==> config.mk <==
export PLATFORM = sky130hd
export DESIGN_NAME = lia_front
export DESIGN_NICKNAME = d
export VERILOG_FILES = /design/src/rtl/lia_pkg.sv /design/src/rtl/lia_front.sv
export SDC_FILE = /design/constraint.sdc
export NUM_CORES = 1
export LEC_CHECK = 0
export BUFFER_PORTS_ARGS = -buffer_cell sky130_fd_sc_hd__buf_2
export CAP_MARGIN = 20
export CORE_MARGIN = 4
export CORE_UTILIZATION = 25
export CTS_BUF_LIST = sky130_fd_sc_hd__clkbuf_2
export DETAILED_ROUTE_END_ITERATION = 12
export HOLD_SLACK_MARGIN = 0.12
export SKIP_LAST_GASP = 1
export SLEW_MARGIN = 0
export SYNTH_ARGS = -nofsm -noshare
export SYNTH_HDL_FRONTEND = slang
export SYNTH_SLANG_ARGS = --single-unit
==> constraint.sdc <==
create_clock -name i_clk -period 4.8 [get_ports i_clk]
set_input_delay 0.24 -clock i_clk [delete_from_list [all_inputs] [get_ports i_clk]]
set_output_delay 0.24 -clock i_clk [all_outputs]
set_load 0.02 [all_outputs]
==> src/rtl/lia_pkg.sv <==
// Package for the long integer ALU: opcodes, widths, queue depth and the transaction item type.
// No dependencies.
`timescale 1ns / 1ps
package lia_pkg;
    localparam int DataWidth = 64;
    localparam int OpWidth   = 4;
    localparam int QueueDepth = 4;

    typedef enum logic [3:0] {
        OP_ADD = 4'd0, OP_SUB = 4'd1, OP_MUL = 4'd2, OP_DIV = 4'd3, OP_REM = 4'd4,
        OP_NEG = 4'd5, OP_AND = 4'd6, OP_OR = 4'd7, OP_XOR = 4'd8, OP_SHL = 4'd9,
        OP_SHR = 4'd10, OP_USHR = 4'd11, OP_CMP = 4'd12, OP_TOINT = 4'd13
    } t_op;

    typedef struct packed {
        logic [3:0]           op;
        logic [DataWidth-1:0] a;
        logic [DataWidth-1:0] b;
    } t_item;
endpackage

==> src/rtl/lia_front.sv <==
// Front end: accepts transactions, holds them in a small queue for the back end.
// Depends on lia_pkg.
`timescale 1ns / 1ps
module lia_front #(
    parameter int DEPTH = lia_pkg::QueueDepth
) (
    input  logic            i_clk,
    input  logic            i_rst_n,
    input  logic            i_push,
    input  lia_pkg::t_item  i_item,
    input  logic            i_pop,
    output logic            o_full,
    output logic            o_empty,
    output lia_pkg::t_item  o_item
);
    import lia_pkg::*;
    localparam int AW = (DEPTH > 1) ? $clog2(DEPTH) : 1;
    t_item r_mem [DEPTH];
    logic [AW-1:0] r_wp, r_rp;
    logic [AW:0] r_cnt;

    assign o_full  = (r_cnt == (AW+1)'(DEPTH));
    assign o_empty = (r_cnt == '0);
    assign o_item  = r_mem[r_rp];

    always_ff @(posedge i_clk) begin
        if (i_push) r_mem[r_wp] <= i_item;
    end

    always_ff @(posedge i_clk) begin
        if (!i_rst_n) begin
            r_wp <= '0; r_rp <= '0; r_cnt <= '0;
        end else begin
            if (i_push) r_wp <= (r_wp == AW'(DEPTH-1)) ? '0 : r_wp + 1'b1;
            if (i_pop)  r_rp <= (r_rp == AW'(DEPTH-1)) ? '0 : r_rp + 1'b1;
            r_cnt <= r_cnt + (AW+1)'(i_push) - (AW+1)'(i_pop);
        end
    end
endmodule

==> qor.txt <==
================================================================================
Synth Area in Simple Gates                                              0.004622
Adder-cell share of the synthesized area                                0.005520
Vias per Instance                                                          4.061
Hold Fails Final Rpt                                                           0
Area Overhead vs Synth                                                    34.31%
Register share of total power                                              0.574
Share of total power in the clock network                                  0.303
Worst stage delay on the critical path                                   0.67 ns
Worst reg2reg path startpoint                                           r_cnt[0]
Unrepaired setup endpoints after global routing                            false
Top post-synthesis cells by count                                   sky130_fd_sc_hd__edfxtp_1 (528), sky130_fd_sc_hd__mux4_2 (132), sky130_fd_sc_hd__buf_2 (15)
Final critical-path required period                                     3.510 ns
Total vias in the final route                                              10310
Library cell with the largest summed area after synthesis           sky130_fd_sc_hd__edfxtp_1
Final HPWL DP                                                           23310 µm
Cell with the largest stage delay on the worst path                 sky130_fd_sc_hd__dfxtp_4
Clock insertion delay at the later pin of the skew report                1.15 ns
Endpoint, Worst Hold                                                r_mem[0][39]
Final Max Tran Viols                                                           0
Portion of the post-synthesis area used by sequential elements            0.8226
Fill cell count                                                             7349
Count of unique library cells instantiated by Yosys                           18
Crit path arrival time                                                   3.27 ns
IO buf count                                                                 269
Maximum achievable frequency                                          0.2849 GHz
Register bit count reported by yosys                                         537
Multi-input logic area                                                  3234 µm²
Overall track demand over capacity in global routing                      0.1037
First-pass GRT wire length                                              65450 µm
Synthesized netlist net count                                                878
Number of top-level pins                                                     270
Synth Area in XOR/XNOR                                                  0.001220
Setup repair bufs after CTS                                                    0
Slew Limit Headroom                                                       0.3269
Power share of the combinational group                                     0.123
Num rows                                                                     102
Slack of the worst reg-to-reg path                                       2.45 ns
Die Width                                                               287.2 µm
Number of nets with antenna violations after routing                           0
Fraction of final layout cells with drive strength greater than 1         0.4114
Setup CP Type                                                         reg -> out
Post-Route Setup TNS                                                        0 ns
Part of the cycle the worst path needs                                    0.7312
Fraction of post-synthesis cell area in the top cell type by area         0.8134
Number of nets at the end of the flow                                       1562
Post-route clock skew                                                 0.04474 ns
Largest net degree at the start of global routing                             69
Count of TritonRoute iterations in the first routing pass                      5
Largest cells by area after synthesis                               sky130_fd_sc_hd__edfxtp_1 (81%), sky130_fd_sc_hd__mux4_2 (15%), sky130_fd_sc_hd__dfxtp_1 (0.92%), sky130_fd_sc_hd__buf_6 (0.58%), sky130_fd_sc_hd__ha_1 (0.45%)
LEAKAGE                                                                 9.031 nW
CTS Buffer Depth                                                               3
Crit path cell chain                                                buf_4, mux4_2, buf_2
CP max FO                                                                     30
IR Drop Worst-Case VDD                                               0.0002543 V
Wirelength per Cell                                                     16.73 µm
Cell Pwr Density                                                    360.0 nW/µm²
Share of total power consumed by net switching                            0.2559
Post-Synthesis Cell Area                                               19490 µm²
Overflow left after global routing                                             0
Multiplexer area fraction after synthesis                                 0.1535
Die extent in y                                                         287.2 µm
Worst slack on hold paths                                              0.4195 ns
Routability cong.                                                         0.6914
NetSw                                                                   2.411 mW
Final setup fails                                                              0
Post-synth top flop                                                 sky130_fd_sc_hd__edfxtp_1
EDFF count, synth                                                            528
Dominant combinational cell family by area after synthesis          multiplexers
Synthesized area per cell                                              26.56 µm²
Initial core utilization                                                  0.2520
Depth of the worst register-to-register path                                   7
Number of global-route vias before repair                                  11800
Instance count of the mapped netlist                                         734
Starting DRT DRC Count                                                       552
MaxCap Viol Count                                                              0
Result of the run                                                   finished, final reports clean
Synth async-reset ratio                                                        0
Crit Reg-Reg Endpoint                                                   r_cnt[0]
DRC Markers                                                                    0
Worst-path clk slew                                                      0.10 ns
Clock tree from TritonCTS                                                    yes
Beginning of the worst hold path                                      i_item[39]
Final cell utilization of the core                                        0.3385
Compound-gate portion of the synthesized area                          0.0005135
Number of sinks on the clock net                                             537
Transition time of the tightest slew-check pin                          1.010 ns
Buffer type at the clock tree root                                  sky130_fd_sc_hd__clkbuf_2
Routed wire length                                                      42480 µm
Worst hold path type                                                   in -> reg
Number of cells traversed by the worst hold path                               3
Internal power                                                          7.012 mW
Crit path capture type                                                output pin
Dominant cell by count in the synthesized netlist                   sky130_fd_sc_hd__edfxtp_1
Core Area                                                              77340 µm²
Num CTS Buffers                                                              137
Initial antenna violation count                                                5
Category of the worst setup path launch point                               flop
Total area of sequential cells                                         16040 µm²
Total number of yosys warnings                                                 0
Required time at the endpoint of the critical path                       4.56 ns
Level count of the clock H-tree                                                4
Total Die Area                                                         82500 µm²
================================================================================
-- through the flow --
step | cells | area [µm²] | worst slack, ns | power (mW)
after floorplan | 734 | 19490 | 0.7281 | 6.124
after global placement | 2026 | 22140 | 2.370 | 6.472
after detailed placement | 2026 | 22140 | 2.364 | 6.497
after CTS | 2535 | 26170 | 0.8991 | 9.600
after global routing | 2539 | 26180 | 0.8338 | 9.954
final | 2539 | 26180 | 1.290 | 9.424
-- kinds of logic after synthesis --
| group | count (synthesis) |
|---|---|
| AO/OA/AOI/OAI | 2 |
| adder cells (fa/ha/maj) | 8 |
| flip-flops | 537 |
| XOR/XNOR | 1 |
| multiplexers | 134 |
| AND/OR/NAND/NOR | 15 |
| buffers and inverters | 37 |
-- critical path, delay by kind of cell, from the launching register on --
family / cells / cell delay, ns
buf+inv: 2 / 0.79
flops: 1 / 0.67
mux: 1 / 0.62
-- timing repair --
item	CTS	global route
hold endpoints to repair	1065	0
gates resized for setup	0	0
hold buffers	293	0
setup endpoints to repair	0	0
-- registers in the layout, indices dropped and copies added, names as in the netlist, named ones only --
| signal | flops |
|---|---|
| r_cnt | 3 |
| r_rp | 2 |
| r_wp | 2 |
| r_mem | 528 |
-- worst max-delay path by stage --
stage | slack, ns | from | to
global route | 0.83 | flop | o_item[79]
floorplan | 0.73 | r_wp[0] | r_mem[0][0]
finish | 1.29 | flop | o_item[111]
CTS | 0.90 | flop | o_item[111]
detailed placement | 2.36 | flop | o_item[111]
global placement | 2.37 | flop | o_item[111]
-- power by group through the flow --
stage	logic (mW)	clock network [mW]	registers, mW
2_1_floorplan	0.620	0	5.50
3_3_place_gp	0.960	0	5.51
3_5_place_dp	0.974	0	5.52
4_1_cts	1.17	3.01	5.42
5_1_grt	1.24	3.28	5.43
6_report	1.16	2.85	5.41
-- area by class of cell --
class,instances,area share
sequential,537,0.6128
timing repair buffer,575,0.1705
multi-input combinational,160,0.1235
tap,1040,0.04970
clock buffer,180,0.03441
clock inverter,36,0.007647
inverter,7,0.001004
antenna,4,0.0003823
-- layer usage --
| metal | track usage | wire length, µm | share of wire |
|---|---|---|---|
| met5 | 0 | 0 | 0 |
| met4 | 0.04296 | 952 | 0.022 |
| met3 | 0.04306 | 3209 | 0.076 |
| met1 | 0.1156 | 16740 | 0.39 |
| met2 | 0.1755 | 21590 | 0.51 |
-- cells in the final DEF, fill, tap and decap left out, drive strengths merged --
cell         netlist  routed
edfxtp           528     528
dlygate4sd3        0     293
buf               25     282
clkbuf             5     180
mux4             132     132
clkinv             0      27
inv                7      12
dfxtp              9       9
ha                 7       7
and2               6       6
diode              0       4
nor2               3       3
or3b               2       2
nand2b             2       2
a21oi              2       2
mux2i              2       2
clkinvlp           0       2
bufinv             0       2
nor3               1       1
and3               1       1
xor3               1       1
fa                 1       1
Power figures use the tool's default switching activity.
